==> src/rtl/u8d_pkg.sv <==
// ----------------------------------------------------------------------------
// UTF-8 decoder package
// Shared constants and types for the UTF-8 validating decoder.
// ----------------------------------------------------------------------------
package u8d_pkg;

   localparam int CP_W        = 21;
   localparam int BYTE_W      = 8;
   localparam int QUEUE_DEPTH = 4;
   localparam int QUEUE_AW    = $clog2(QUEUE_DEPTH);
   localparam int QUEUE_CW    = $clog2(QUEUE_DEPTH + 1);

   localparam logic [CP_W-1:0] REPL_CP    = 21'h00FFFD;
   localparam logic [CP_W-1:0] MAX_CP     = 21'h10FFFF;
   localparam logic [CP_W-1:0] SURR_LO_CP = 21'h00D800;
   localparam logic [CP_W-1:0] SURR_HI_CP = 21'h00DFFF;

   // Total length of a pending multi-byte sequence
   localparam logic [2:0] SEQ_LEN_2 = 3'd2;
   localparam logic [2:0] SEQ_LEN_3 = 3'd3;
   localparam logic [2:0] SEQ_LEN_4 = 3'd4;

   typedef struct packed {
      logic [CP_W-1:0] code_point;
      logic            malformed;
      logic            end_of_text;
   } res_type;

   // One queue entry per accepted byte that gives a result. A replacement
   // for a broken sequence may precede the main result.
   typedef struct packed {
      logic    pre_repl;
      res_type main;
   } entry_type;

   // Queue status seen by the front and back ends
   typedef struct packed {
      logic empty;
      logic full;
   } qstat_type;

endpackage

==> src/rtl/u8d_front.sv <==
// ----------------------------------------------------------------------------
// UTF-8 decoder front end
// Accepts bytes, keeps the partial code point and turns each byte that gives
// a result into a queue entry carrying its results.
// ----------------------------------------------------------------------------
module u8d_front
   import u8d_pkg::*;
(
   input  logic              clock,
   input  logic              reset,
   input  logic              req_valid,
   output logic              req_ready,
   input  logic [BYTE_W-1:0] req_data_byte,
   input  logic              queue_full,
   output logic              push,
   output entry_type         push_entry
);

   typedef struct packed {
      logic            has_res;
      res_type         res;
      logic            start;
      logic [CP_W-1:0] bits;
      logic [2:0]      len;
   } lead_type;

   logic [CP_W-1:0] partial_ff, partial_in;
   logic [1:0]      remain_ff, remain_in;
   logic [2:0]      len_ff, len_in;
   logic            first_ff, first_in;

   logic            accept;
   logic            is_cont;
   logic            overlong;
   logic [CP_W-1:0] shifted;
   lead_type        ld;

   function automatic lead_type decode_lead(input logic [BYTE_W-1:0] b);
      lead_type r;
      r = '0;
      if (b == '0) begin
         r.has_res           = 1'b1;
         r.res.end_of_text   = 1'b1;
      end else if (!b[7]) begin
         r.has_res           = 1'b1;
         r.res.code_point    = {{(CP_W-BYTE_W){1'b0}}, b};
      end else if (b[7:6] == 2'b10) begin
         r.has_res           = 1'b0;           // stray continuation: drop
      end else if (b[7:5] == 3'b110) begin
         if (b[4:1] == 4'b0000) begin
            r.has_res        = 1'b1;
            r.res.code_point = REPL_CP;
            r.res.malformed  = 1'b1;
         end else begin
            r.start          = 1'b1;
            r.bits           = {{(CP_W-5){1'b0}}, b[4:0]};
            r.len            = SEQ_LEN_2;
         end
      end else if (b[7:4] == 4'b1110) begin
         r.start             = 1'b1;
         r.bits              = {{(CP_W-4){1'b0}}, b[3:0]};
         r.len               = SEQ_LEN_3;
      end else if (b[7:3] == 5'b11110) begin
         r.start             = 1'b1;
         r.bits              = {{(CP_W-3){1'b0}}, b[2:0]};
         r.len               = SEQ_LEN_4;
      end else if (b[7:1] != 7'b1111111) begin
         r.has_res           = 1'b1;           // five- and six-byte leads
         r.res.code_point    = REPL_CP;
         r.res.malformed     = 1'b1;
      end
      return r;
   endfunction

   assign req_ready = !queue_full;
   assign accept    = req_valid && req_ready;
   assign is_cont   = (req_data_byte[7:6] == 2'b10);
   assign ld        = decode_lead(req_data_byte);
   assign shifted   = {partial_ff[CP_W-7:0], req_data_byte[5:0]};
   assign overlong  = first_ff && (partial_ff == '0) &&
                      (((len_ff == SEQ_LEN_3) && !req_data_byte[5]) ||
                       ((len_ff == SEQ_LEN_4) && (req_data_byte[5:4] == 2'b00)));

   always_comb begin
      partial_in = partial_ff;
      remain_in  = remain_ff;
      len_in     = len_ff;
      first_in   = first_ff;
      push       = 1'b0;
      push_entry = '0;
      if (remain_ff != 2'd0) begin
         if (is_cont) begin
            if (overlong) begin
               partial_in                  = '0;
               remain_in                   = 2'd0;
               len_in                      = '0;
               first_in                    = 1'b0;
               push                        = accept;
               push_entry.main.code_point  = REPL_CP;
               push_entry.main.malformed   = 1'b1;
            end else if (remain_ff == 2'd1) begin
               // last continuation: check range and surrogates
               partial_in = '0;
               remain_in  = 2'd0;
               len_in     = '0;
               first_in   = 1'b0;
               push       = accept;
               if ((shifted > MAX_CP) ||
                   ((shifted >= SURR_LO_CP) && (shifted <= SURR_HI_CP))) begin
                  push_entry.main.code_point = REPL_CP;
                  push_entry.main.malformed  = 1'b1;
               end else begin
                  push_entry.main.code_point = shifted;
               end
            end else begin
               partial_in = shifted;
               remain_in  = remain_ff - 2'd1;
               first_in   = 1'b0;
            end
         end else begin
            // missing continuation: replace, then treat the byte as a lead
            push                = accept;
            push_entry.pre_repl = ld.has_res;
            if (ld.has_res) begin
               push_entry.main = ld.res;
            end else begin
               push_entry.main.code_point = REPL_CP;
               push_entry.main.malformed  = 1'b1;
            end
            partial_in = ld.start ? ld.bits : '0;
            len_in     = ld.start ? ld.len : 3'd0;
            remain_in  = ld.start ? 2'(ld.len - 3'd1) : 2'd0;
            first_in   = ld.start;
         end
      end else begin
         push            = accept && ld.has_res;
         push_entry.main = ld.res;
         if (ld.start) begin
            partial_in = ld.bits;
            len_in     = ld.len;
            remain_in  = 2'(ld.len - 3'd1);
            first_in   = 1'b1;
         end
      end
   end

   always_ff @(posedge clock) begin
      if (reset) begin
         partial_ff <= '0;
         remain_ff  <= '0;
         len_ff     <= '0;
         first_ff   <= 1'b0;
      end else if (accept) begin
         partial_ff <= partial_in;
         remain_ff  <= remain_in;
         len_ff     <= len_in;
         first_ff   <= first_in;
      end
   end

endmodule

==> src/rtl/u8d_queue.sv <==
// ----------------------------------------------------------------------------
// UTF-8 decoder entry queue
// Short register queue between the front and back ends.
// ----------------------------------------------------------------------------
module u8d_queue
   import u8d_pkg::*;
(
   input  logic      clock,
   input  logic      reset,
   input  logic      push,
   input  entry_type push_entry,
   input  logic      pop,
   output entry_type pop_entry,
   output qstat_type stat
);

   entry_type             mem_ff [QUEUE_DEPTH];
   logic [QUEUE_AW-1:0]   wr_ptr_ff, wr_ptr_in;
   logic [QUEUE_AW-1:0]   rd_ptr_ff, rd_ptr_in;
   logic [QUEUE_CW-1:0]   count_ff, count_in;
   logic                  do_push;
   logic                  do_pop;

   assign stat.empty = (count_ff == '0);
   assign stat.full  = (count_ff == QUEUE_CW'(QUEUE_DEPTH));
   assign do_push    = push && !stat.full;
   assign do_pop     = pop && !stat.empty;
   assign pop_entry  = mem_ff[rd_ptr_ff];

   always_comb begin
      wr_ptr_in = do_push ? wr_ptr_ff + 1'b1 : wr_ptr_ff;
      rd_ptr_in = do_pop  ? rd_ptr_ff + 1'b1 : rd_ptr_ff;
      count_in  = count_ff;
      if (do_push && !do_pop) begin
         count_in = count_ff + 1'b1;
      end else if (do_pop && !do_push) begin
         count_in = count_ff - 1'b1;
      end
   end

   always_ff @(posedge clock) begin
      if (do_push) begin
         mem_ff[wr_ptr_ff] <= push_entry;
      end
   end

   always_ff @(posedge clock) begin
      if (reset) begin
         wr_ptr_ff <= '0;
         rd_ptr_ff <= '0;
         count_ff  <= '0;
      end else begin
         wr_ptr_ff <= wr_ptr_in;
         rd_ptr_ff <= rd_ptr_in;
         count_ff  <= count_in;
      end
   end

endmodule

==> src/rtl/u8d_back.sv <==
// ----------------------------------------------------------------------------
// UTF-8 decoder back end
// Drains queue entries into the output register, one result per transaction.
// ----------------------------------------------------------------------------
module u8d_back
   import u8d_pkg::*;
(
   input  logic            clock,
   input  logic            reset,
   input  qstat_type       stat,
   input  entry_type       pop_entry,
   output logic            pop,
   output logic            rsp_valid,
   input  logic            rsp_ready,
   output logic [CP_W-1:0] rsp_code_point,
   output logic            rsp_malformed,
   output logic            rsp_end_of_text,
   output logic            rsp_run_last
);

   logic    valid_ff, valid_in;
   logic    pend_ff, pend_in;
   res_type pend_res_ff, pend_res_in;
   res_type out_ff, out_in;
   logic    last_ff, last_in;
   logic    load;

   assign load = !valid_ff || rsp_ready;
   assign pop  = load && !pend_ff && !stat.empty;

   always_comb begin
      valid_in    = valid_ff;
      pend_in     = pend_ff;
      pend_res_in = pend_res_ff;
      out_in      = out_ff;
      last_in     = last_ff;
      if (load) begin
         if (pend_ff) begin
            // second result of a split entry
            valid_in = 1'b1;
            out_in   = pend_res_ff;
            last_in  = 1'b1;
            pend_in  = 1'b0;
         end else if (!stat.empty) begin
            valid_in = 1'b1;
            if (pop_entry.pre_repl) begin
               out_in.code_point  = REPL_CP;
               out_in.malformed   = 1'b1;
               out_in.end_of_text = 1'b0;
               last_in            = 1'b0;
               pend_in            = 1'b1;
               pend_res_in        = pop_entry.main;
            end else begin
               out_in  = pop_entry.main;
               last_in = 1'b1;
            end
         end else begin
            valid_in = 1'b0;
         end
      end
   end

   always_ff @(posedge clock) begin
      out_ff      <= out_in;
      last_ff     <= last_in;
      pend_res_ff <= pend_res_in;
   end

   always_ff @(posedge clock) begin
      if (reset) begin
         valid_ff <= 1'b0;
         pend_ff  <= 1'b0;
      end else begin
         valid_ff <= valid_in;
         pend_ff  <= pend_in;
      end
   end

   assign rsp_valid       = valid_ff;
   assign rsp_code_point  = out_ff.code_point;
   assign rsp_malformed   = out_ff.malformed;
   assign rsp_end_of_text = out_ff.end_of_text;
   assign rsp_run_last    = last_ff;

endmodule

==> src/rtl/utf8_validating_decoder.sv <==
// Each result is written into the queue, then loaded into the output
//   register; the second result of a byte follows the first.
// Throughput: one byte per cycle while the queue is not full; a byte with
//   two results holds the back end longer, absorbed by the four-entry queue.
// Reset: synchronous, clears the decode state, the queue and the output valid.
// ----------------------------------------------------------------------------
// UTF-8 validating decoder
// Decodes a UTF-8 byte stream into code points, replacing bad input by U+FFFD.
// ----------------------------------------------------------------------------
module utf8_validating_decoder
   import u8d_pkg::*;
(
   input  logic              clock,
   input  logic              reset,
   input  logic              req_valid,
   output logic              req_ready,
   input  logic [BYTE_W-1:0] req_data_byte,
   output logic              rsp_valid,
   input  logic              rsp_ready,
   output logic [CP_W-1:0]   rsp_code_point,
   output logic              rsp_malformed,
   output logic              rsp_end_of_text,
   output logic              rsp_run_last
);

   logic      push;
   entry_type push_entry;
   logic      pop;
   entry_type pop_entry;
   qstat_type stat;

   u8d_front u_front (
      .clock         (clock),
      .reset         (reset),
      .req_valid     (req_valid),
      .req_ready     (req_ready),
      .req_data_byte (req_data_byte),
      .queue_full    (stat.full),
      .push          (push),
      .push_entry    (push_entry)
   );

   u8d_queue u_queue (
      .clock      (clock),
      .reset      (reset),
      .push       (push),
      .push_entry (push_entry),
      .pop        (pop),
      .pop_entry  (pop_entry),
      .stat       (stat)
   );

   u8d_back u_back (
      .clock           (clock),
      .reset           (reset),
      .stat            (stat),
      .pop_entry       (pop_entry),
      .pop             (pop),
      .rsp_valid       (rsp_valid),
      .rsp_ready       (rsp_ready),
      .rsp_code_point  (rsp_code_point),
      .rsp_malformed   (rsp_malformed),
      .rsp_end_of_text (rsp_end_of_text),
      .rsp_run_last    (rsp_run_last)
   );

   a_eot_last: assert property (@(posedge clock) disable iff (reset)
      rsp_valid && rsp_end_of_text |-> rsp_run_last && !rsp_malformed &&
      (rsp_code_point == '0))
      else $error("terminator result malformed or not last");

   a_repl_value: assert property (@(posedge clock) disable iff (reset)
      rsp_valid && rsp_malformed |-> rsp_code_point == REPL_CP)
      else $error("malformed result without replacement value");

   a_not_last_repl: assert property (@(posedge clock) disable iff (reset)
      rsp_valid && !rsp_run_last |-> rsp_malformed && !rsp_end_of_text)
      else $error("leading result of a pair is not a replacement");

   a_no_push_full: assert property (@(posedge clock) disable iff (reset)
      push |-> !stat.full)
      else $error("queue written while full");

endmodule
==> config.mk <==
export PLATFORM = sky130hd
export DESIGN_NAME = utf8_validating_decoder
export DESIGN_NICKNAME = d
export VERILOG_FILES = /design/src/rtl/u8d_pkg.sv /design/src/rtl/u8d_front.sv /design/src/rtl/u8d_queue.sv /design/src/rtl/u8d_back.sv /design/src/rtl/utf8_validating_decoder.sv
export SDC_FILE = /design/constraint.sdc
export NUM_CORES = 1
export LEC_CHECK = 0
export BUFFER_PORTS_ARGS = -buffer_cell sky130_fd_sc_hd__buf_2
export CAP_MARGIN = 20
export CORE_MARGIN = 2
export CORE_UTILIZATION = 45
export DETAILED_ROUTE_END_ITERATION = 16
export PLACE_DENSITY = 0.59
export SLEW_MARGIN = 15
export SYNTH_ARGS = -nofsm -noshare
export SYNTH_HDL_FRONTEND = slang
export SYNTH_SLANG_ARGS = --single-unit
==> constraint.sdc <==
create_clock -name clock -period 4.9 [get_ports clock]
set_input_delay 0.98 -clock clock [delete_from_list [all_inputs] [get_ports clock]]
set_output_delay 0.98 -clock clock [all_outputs]
set_load 0.03 [all_outputs]
[Word-level counts from Yosys, hierarchy flattened]
Memories as Yosys holds them, arrays and structs flattened. A register that Yosys moved wholly into a read port is not among the register bits.
Index checks and enable logic that the tools add are counted.
Widths: inputs -> output; s select.
Word-level totals
  flip-flop bits (word level): 83
  input port bits: 12
  logic and storage cells: 148
  memories kept: 1
  output and inout port bits: 26
  memory bits (writable): 96
Operators by class
  muxes and demuxes: 74
  $lt $le $gt $ge: 3
  reductions and logical operators: 35
  equal/unequal tests: 11
  add/subtract/negate cells: 6
  bitwise operators: 2
Memories
  u_queue.mem_ff: words 4, width 24, read ports 1, clocked after memory_dff 1, wr ports 1, RTL line u8d_queue.sv:17  | entry_type mem_ff [QUEUE_DEPTH];
Operator list (count)
  $mux 23: 12
  $mux 25: 7
  $mux 22: 7
  $mux 21: 7
  $mux 1: 25
  $mux 3: 8
  $ge 21x16->1 const B: 1
  $gt 21x21->1 const B: 1
  $le 21x16->1 const B: 1
  $logic_not 21->1: 1
  $mux 2: 8
  $logic_and 1x1->1: 13
  $eq 3x3->1 const B: 3
  $logic_not 8->1: 1
  $logic_not 1->1: 7
  $ne 7x7->1 const B: 1
  $reduce_bool 2->1: 3
  $eq 5x5->1 const B: 1
  $add 2x1->2 const B: 2
  $eq 4x4->1 const B: 1
  $logic_not 4->1: 1
  $ne 4x4->1 const B: 1
  $reduce_and 2->1: 2
  $reduce_and 4->1: 1
  other kinds (12): 16

[Longest topological paths before layout]
  depth in word-level cells: 18
  mapped depth: 12
  mapped depth without buffers: 11

[Hierarchy]
A second synthesis with hierarchy kept.
Unflattened totals
  cells, all modules: 474
  area total of the unflattened synthesis: 7394.6 um^2
Modules (own cells, without submodules)
  u8d_queue: area an instance 3977.6 um^2, cells each 174, times used 1, sequential area each 3062.9 um^2
  u8d_back: area an instance 1851.8 um^2, cells each 124, times used 1, sequential area each 1451.4 um^2
  u8d_front: area an instance 1565.3 um^2, cells each 176, times used 1, sequential area each 540.5 um^2

[Least setup slack after synthesis]
Ideal clock, no wire load.
  kind: input port to flip-flop
  start point: input port req_data_byte[4]
  end point: register u_queue.count_ff[2]
  library setup time: 0.071 ns
  stages on the path: 12
  data arrival time: 3.499 ns
  setup slack: 1.330 ns
  data required time: 4.829 ns
  buffers on the path: 2
  cell sequence: buf_2 -> or4_1 -> buf_2 -> nor3b_1 -> a311o_1 -> o211a_1 -> ha_1 -> inv_1 -> fa_1 -> xor2_1 -> or3_1 -> a21oi_1
On the way
  longest elaborated chain between the ends: 17
  elaborated cells between the ends (all ways): 30
  classes of those cells: eq/ne (3); mux (15); reduce/logical (12)
Ends and longest elaborated chain
  from (decl): RTL line utf8_validating_decoder.sv:17  | input logic [BYTE_W-1:0] req_data_byte,
  $ne 7x7->1: RTL line u8d_front.sv:67  | end else if (b[7:1] != 7'b1111111) begin
  $mux 23: RTL line u8d_front.sv:67
  $mux 23: RTL line u8d_front.sv:63  | end else if (b[7:3] == 5'b11110) begin
  $mux 23: RTL line u8d_front.sv:59  | end else if (b[7:4] == 4'b1110) begin
  $mux 23: RTL line u8d_front.sv:49  | end else if (b[7:5] == 3'b110) begin
  $mux 23: RTL line u8d_front.sv:47  | end else if (b[7:6] == 2'b10) begin
  $mux 23: RTL line u8d_front.sv:44  | end else if (!b[7]) begin
  $mux 23: RTL line u8d_front.sv:41  | if (b == '0) begin
  [2 not listed]
  $mux 1: RTL line u8d_front.sv:41
  $logic_and 1x1->1: RTL line u8d_front.sv:136  | push = accept && ld.has_res;
  $mux 1 (*): RTL line u8d_front.sv:91  | if (remain_ff != 2'd0) begin
  $logic_and 1x1->1 (*): RTL line u8d_queue.sv:26  | assign do_push = push && !stat.full;
  named net u_queue.do_push: RTL line u8d_queue.sv:21  | logic do_push;
  $logic_not 1->1: RTL line u8d_queue.sv:36  | end else if (do_pop && !do_push) begin
  $logic_and 1x1->1: RTL line u8d_queue.sv:36
  $reduce_bool 2->1 (no line)
  to (signal assigned): RTL line u8d_queue.sv:55  | count_ff <= count_in;
  to (decl): RTL line u8d_queue.sv:20  | logic [QUEUE_CW-1:0] count_ff, count_in;
Mark *: on every way through the listed nets, which the timed path passes. The rest lies on a longest branch. The select of a mux whose other input is x is not followed.
A chain may end at the register's enable or synchronous reset.

[Final worst setup path]
  start point: input port req_data_byte[1]
  end point: register u_queue.count_ff[2]
On the way
  longest elaborated chain between the ends: 17
  elaborated cells between the ends (all ways): 22
  classes of those cells: eq/ne (1); mux (13); reduce/logical (8)
Ends and longest elaborated chain (RTL line)
  $ne 7x7->1: u8d_front.sv:67
  $mux 23: u8d_front.sv:67
  $mux 23: u8d_front.sv:63
  $mux 23: u8d_front.sv:59
  $mux 23: u8d_front.sv:49
  $mux 23: u8d_front.sv:47
  $mux 23: u8d_front.sv:44
  $mux 23: u8d_front.sv:41
  [2 not listed]
  $mux 1 (*): u8d_front.sv:41
  $logic_and 1x1->1 (*): u8d_front.sv:136
  $mux 1 (*): u8d_front.sv:91
  $logic_and 1x1->1 (*): u8d_queue.sv:26
  named net u_queue.do_push: u8d_queue.sv:21
  $logic_not 1->1: u8d_queue.sv:36
  $logic_and 1x1->1: u8d_queue.sv:36
  $reduce_bool 2->1 (no line)
Marks and branches as above.

==> summary.log <==
INFO  route          wl_per_cell=17.9um
INFO  finish         multi_input_comb_area=0.00216mm2
INFO  sta            post-route-period-util=72.0%
INFO  yosys          syn_area_per_cell=14.7um2
INFO  sta            layout_min_cycle_time=3.53ns
INFO  placement      placement.cell_area=0.00779mm2
INFO  power          power.static_leakage=2.87nW
INFO  finish         stdcell_area=0.00843mm2
INFO  finish         num-fill-cells=1355
INFO  yosys          synth_common_cells=143 x sky130_fd_sc_hd__edfxtp_1, 43 x sky130_fd_sc_hd__nand2_1, 38 x sky130_fd_sc_hd__dfxtp_1, 38 x sky130_fd_sc_hd__nor2_1, 33 x sky130_fd_sc_hd__o21ai_0
INFO  yosys          seq_area_frac_synth=68.3%
INFO  yosys          post_synth_xor_area_fraction=0.474%
INFO  yosys          ys_warn_count=0
INFO  yosys          synth_mux_area_share=8.42%
INFO  setup_path     critical_path_peak_fanout=7
INFO  placement      gp_routability_congestion=0.860
INFO  power          power_density=564mW/mm2
INFO  finish         num_antenna_cells=0
INFO  sta            hold_slack=0.488ns
INFO  finish         register_area=0.00505mm2
INFO  sta            hold_viol=0
INFO  cts            clk_root_buffer_cell=sky130_fd_sc_hd__clkbuf_16
INFO  power          total_power=4.76mW
INFO  placement      placed_cells=737
INFO  yosys          yosysMostFrequentCell=sky130_fd_sc_hd__edfxtp_1
INFO  yosys          netlist_area_before_placement=0.00740mm2
INFO  yosys          yosysTopAreaCellShare=58.0%
INFO  sta            fin_setup_tns=0ns
INFO  yosys          post_synth_num_cell_types=62
INFO  floorplanning  core_area=0.0160mm2
INFO  floorplanning  fp.dieW=132um
INFO  cts            cts_tree=yes
INFO  global_route   pin_count_of_the_biggest_net_entering_global_routing=51
INFO  cts            clock_tree.htree_level_count=4
INFO  floorplanning  starting_density_of_the_core=46.2%
INFO  route          drt-initial-drc-count=275
INFO  route          vias=4194
INFO  global_route   overflow=0
INFO  cts            cts_buffers=17
INFO  yosys          netlist_instances=503
INFO  route          totalWireLength=13800um
INFO  setup_path     setup.worst_path.end_class=flop
INFO  route          antenna_left=0
INFO  outcome        status=finished, final reports clean
INFO  floorplanning  top_level_ports=38
INFO  sta            setup_violations=0
INFO  floorplanning  fp.dieH=132um
INFO  route          wl_met1=6490um
INFO  yosys          post_synth_fa_ha_maj_area_fraction=1.45%
INFO  cts            clock-sinks=181
INFO  route          dr_wl_met2=6510um
INFO  finish         drive_above_1_share=20.6%
INFO  placement      place.port_buffers=37
INFO  yosys          synth-simple-area-share=9.35%
INFO  route          topRoutingLayerUsed=met4
INFO  finish         instances_no_fill=770
INFO  cts            post_cts_hold_buffer_count=0
INFO  floorplanning  placementRows=46
INFO  yosys          synth_top_flop_cell=sky130_fd_sc_hd__edfxtp_1
INFO  sta            slew-limit-headroom=44.2%
INFO  cts            post_cts_resized=0
INFO  finish         finish.net_count=561
INFO  cts            ctsLongestPathBuffers=2
INFO  global_route   groute.usage.overall=17.0%
INFO  global_route   grt_pass1_vias=4048
INFO  sta            finalClockSkew=0.0126ns
INFO  yosys          postSynthNetCount=523
INFO  route          met3RoutedLength=635um
INFO  finish         layout-area-overhead-vs-synth=14.0%
INFO  sta            rsz_0062_raised_after_global_routing=false
INFO  cts            clock_latency=0.43ns
INFO  yosys          synth.largest_area_cell=sky130_fd_sc_hd__edfxtp_1
INFO  yosys          ys_async_sr_fraction=0%
INFO  floorplanning  fp.dieArea=0.0175mm2
INFO  cts            postCtsSetupBuffers=0
INFO  yosys          synth_top_family_by_area=compound AO/OA/AOI/OAI gates
INFO  yosys          synth-compound-area-share=9.40%
INFO  placement      post-dp-hpwl=9190um
INFO  route          detail_route.drc_violations=0
INFO  global_route   first_pass_grt_wire_length=22500um
INFO  cts            clk_pin_slew=0.07ns
INFO  setup_path     crit_path_start_kind=input pin
INFO  global_route   grt_antenna_before_repair=0
INFO  setup_path     cp.required=5.25ns
INFO  sta            worst_slew_pin_tran=0.834ns
INFO  sta            maxSlewViolCount=0
INFO  sta            fmax=284MHz
INFO  yosys          synth_area_leaders=sky130_fd_sc_hd__edfxtp_1 58%, sky130_fd_sc_hd__dfxtp_1 10%, sky130_fd_sc_hd__mux4_2 7.3%, sky130_fd_sc_hd__o21ai_0 2.2%, sky130_fd_sc_hd__nand2_1 2.2%
INFO  route          avgViaCountPerCell=5.45
INFO  yosys          synth_enable_flop_cells=143
INFO  setup_path     critPathKind=input pin to flop
INFO  route          detailedRoute.firstPassIterationCount=5
INFO  run            max-cap-violations=0
INFO  power          ir_worst_vdd=0.251mV
INFO  setup_path     cp_data_arrival_time=3.87ns
INFO  yosys          ys_ff_latch=181
INFO  min_path       hp-class=flop to flop
-- metal layers --
metal	up-vias	track usage (%)
met5	-	0
met4	0	6.21
met3	16	4.00
met2	116	27.0
met1	2058	23.2
li1	2004	-
-- logic make-up after synthesis --
group / Yosys count
fa+ha+maj: 8
buf+inv: 44
xor+xnor: 4
mux: 32
compound gates: 96
flops: 181
simple gates: 138
-- final timing paths --
kind | from | end | slack, ns | depth (start not counted)
worst max-delay path | req_data_byte[1] | u_queue.count_ff[2] | 1.37 | 11
worst min-delay path | u_front.len_ff[2] | u_front.len_ff[2] | 0.49 | 2
worst max register to register | u_front.partial_ff[9] | u_queue.count_ff[2] | 1.57 | 10
worst min register to register | u_front.len_ff[2] | u_front.len_ff[2] | 0.49 | 2
-- layout make-up --
cell class	count	share of cell area [%]
Clock buffer	21	6.23
Multi-Input combinational cell	278	25.6
Inverter	18	0.801
Sequential cell	181	60.0
Timing Repair Buffer	45	3.00
Tap cell	216	3.21
Clock inverter	11	1.17
-- stage by stage --
| stage | util [%] | worst slack, ns |
|---|---|---|
| after floorplan | - | 1.33 |
| after global placement | 48.7 | 1.06 |
| after detailed placement | 48.7 | 0.946 |
| after CTS | 52.6 | 1.40 |
| after global routing | 52.7 | 1.17 |
| final | 52.7 | 1.37 |
-- cell usage in the layout (no fill, tap or decap), types with 5 or more instances in the layout --
cell / netlist / layout
sky130_fd_sc_hd__nor2_1: 38 / 37
sky130_fd_sc_hd__nand2b_1: 12 / 12
sky130_fd_sc_hd__buf_4: 1 / 7
sky130_fd_sc_hd__inv_6: 0 / 5
sky130_fd_sc_hd__nand2_1: 43 / 43
sky130_fd_sc_hd__edfxtp_1: 143 / 143
sky130_fd_sc_hd__buf_2: 5 / 37
sky130_fd_sc_hd__and2_1: 10 / 10
sky130_fd_sc_hd__nor3_1: 7 / 7
sky130_fd_sc_hd__inv_1: 18 / 18
sky130_fd_sc_hd__ha_1: 7 / 7
sky130_fd_sc_hd__dfxtp_1: 38 / 38
sky130_fd_sc_hd__clkbuf_16: 0 / 21
sky130_fd_sc_hd__a211oi_1: 5 / 5
sky130_fd_sc_hd__nor4_1: 5 / 5
sky130_fd_sc_hd__mux2i_1: 6 / 6
sky130_fd_sc_hd__o21ai_0: 33 / 33
sky130_fd_sc_hd__a22o_1: 16 / 16
sky130_fd_sc_hd__a21oi_1: 9 / 9
sky130_fd_sc_hd__mux4_2: 24 / 24
-- worst max-delay path, stage by stage --
cell	delay [ns]
sky130_fd_sc_hd__buf_2	0.12
sky130_fd_sc_hd__or4_1	0.65
sky130_fd_sc_hd__nor3b_1	0.33
sky130_fd_sc_hd__a311o_1	0.23
sky130_fd_sc_hd__o211a_1	0.28
sky130_fd_sc_hd__ha_1	0.22
sky130_fd_sc_hd__inv_1	0.06
sky130_fd_sc_hd__fa_1	0.37
sky130_fd_sc_hd__xor2_1	0.16
sky130_fd_sc_hd__or3_1	0.32
sky130_fd_sc_hd__a21oi_1	0.16
-- registers in the layout, summed over array words and instances (netlist names), named ones only --
register and flops:
u_queue.rd_ptr_ff 2, u_front.partial_ff 21, u_queue.wr_ptr_ff 2, u_back.pend_ff 1, u_queue.mem_ff 96, u_back.rsp_code_point 21
u_back.rsp_malformed 1, u_front.remain_ff 2, u_back.rsp_end_of_text 1, u_queue.count_ff 3, u_back.pend_res_ff 23, u_back.rsp_valid 1
u_back.rsp_run_last 1, u_front.first_ff 1, u_front.len_ff 3
-- where the power goes --
group | internal (mW) | switching (mW)
registers | 2.08 | 0.0762
logic | 0.406 | 0.816
clock network | 0.787 | 0.588
Power figures use the tool's default switching activity.
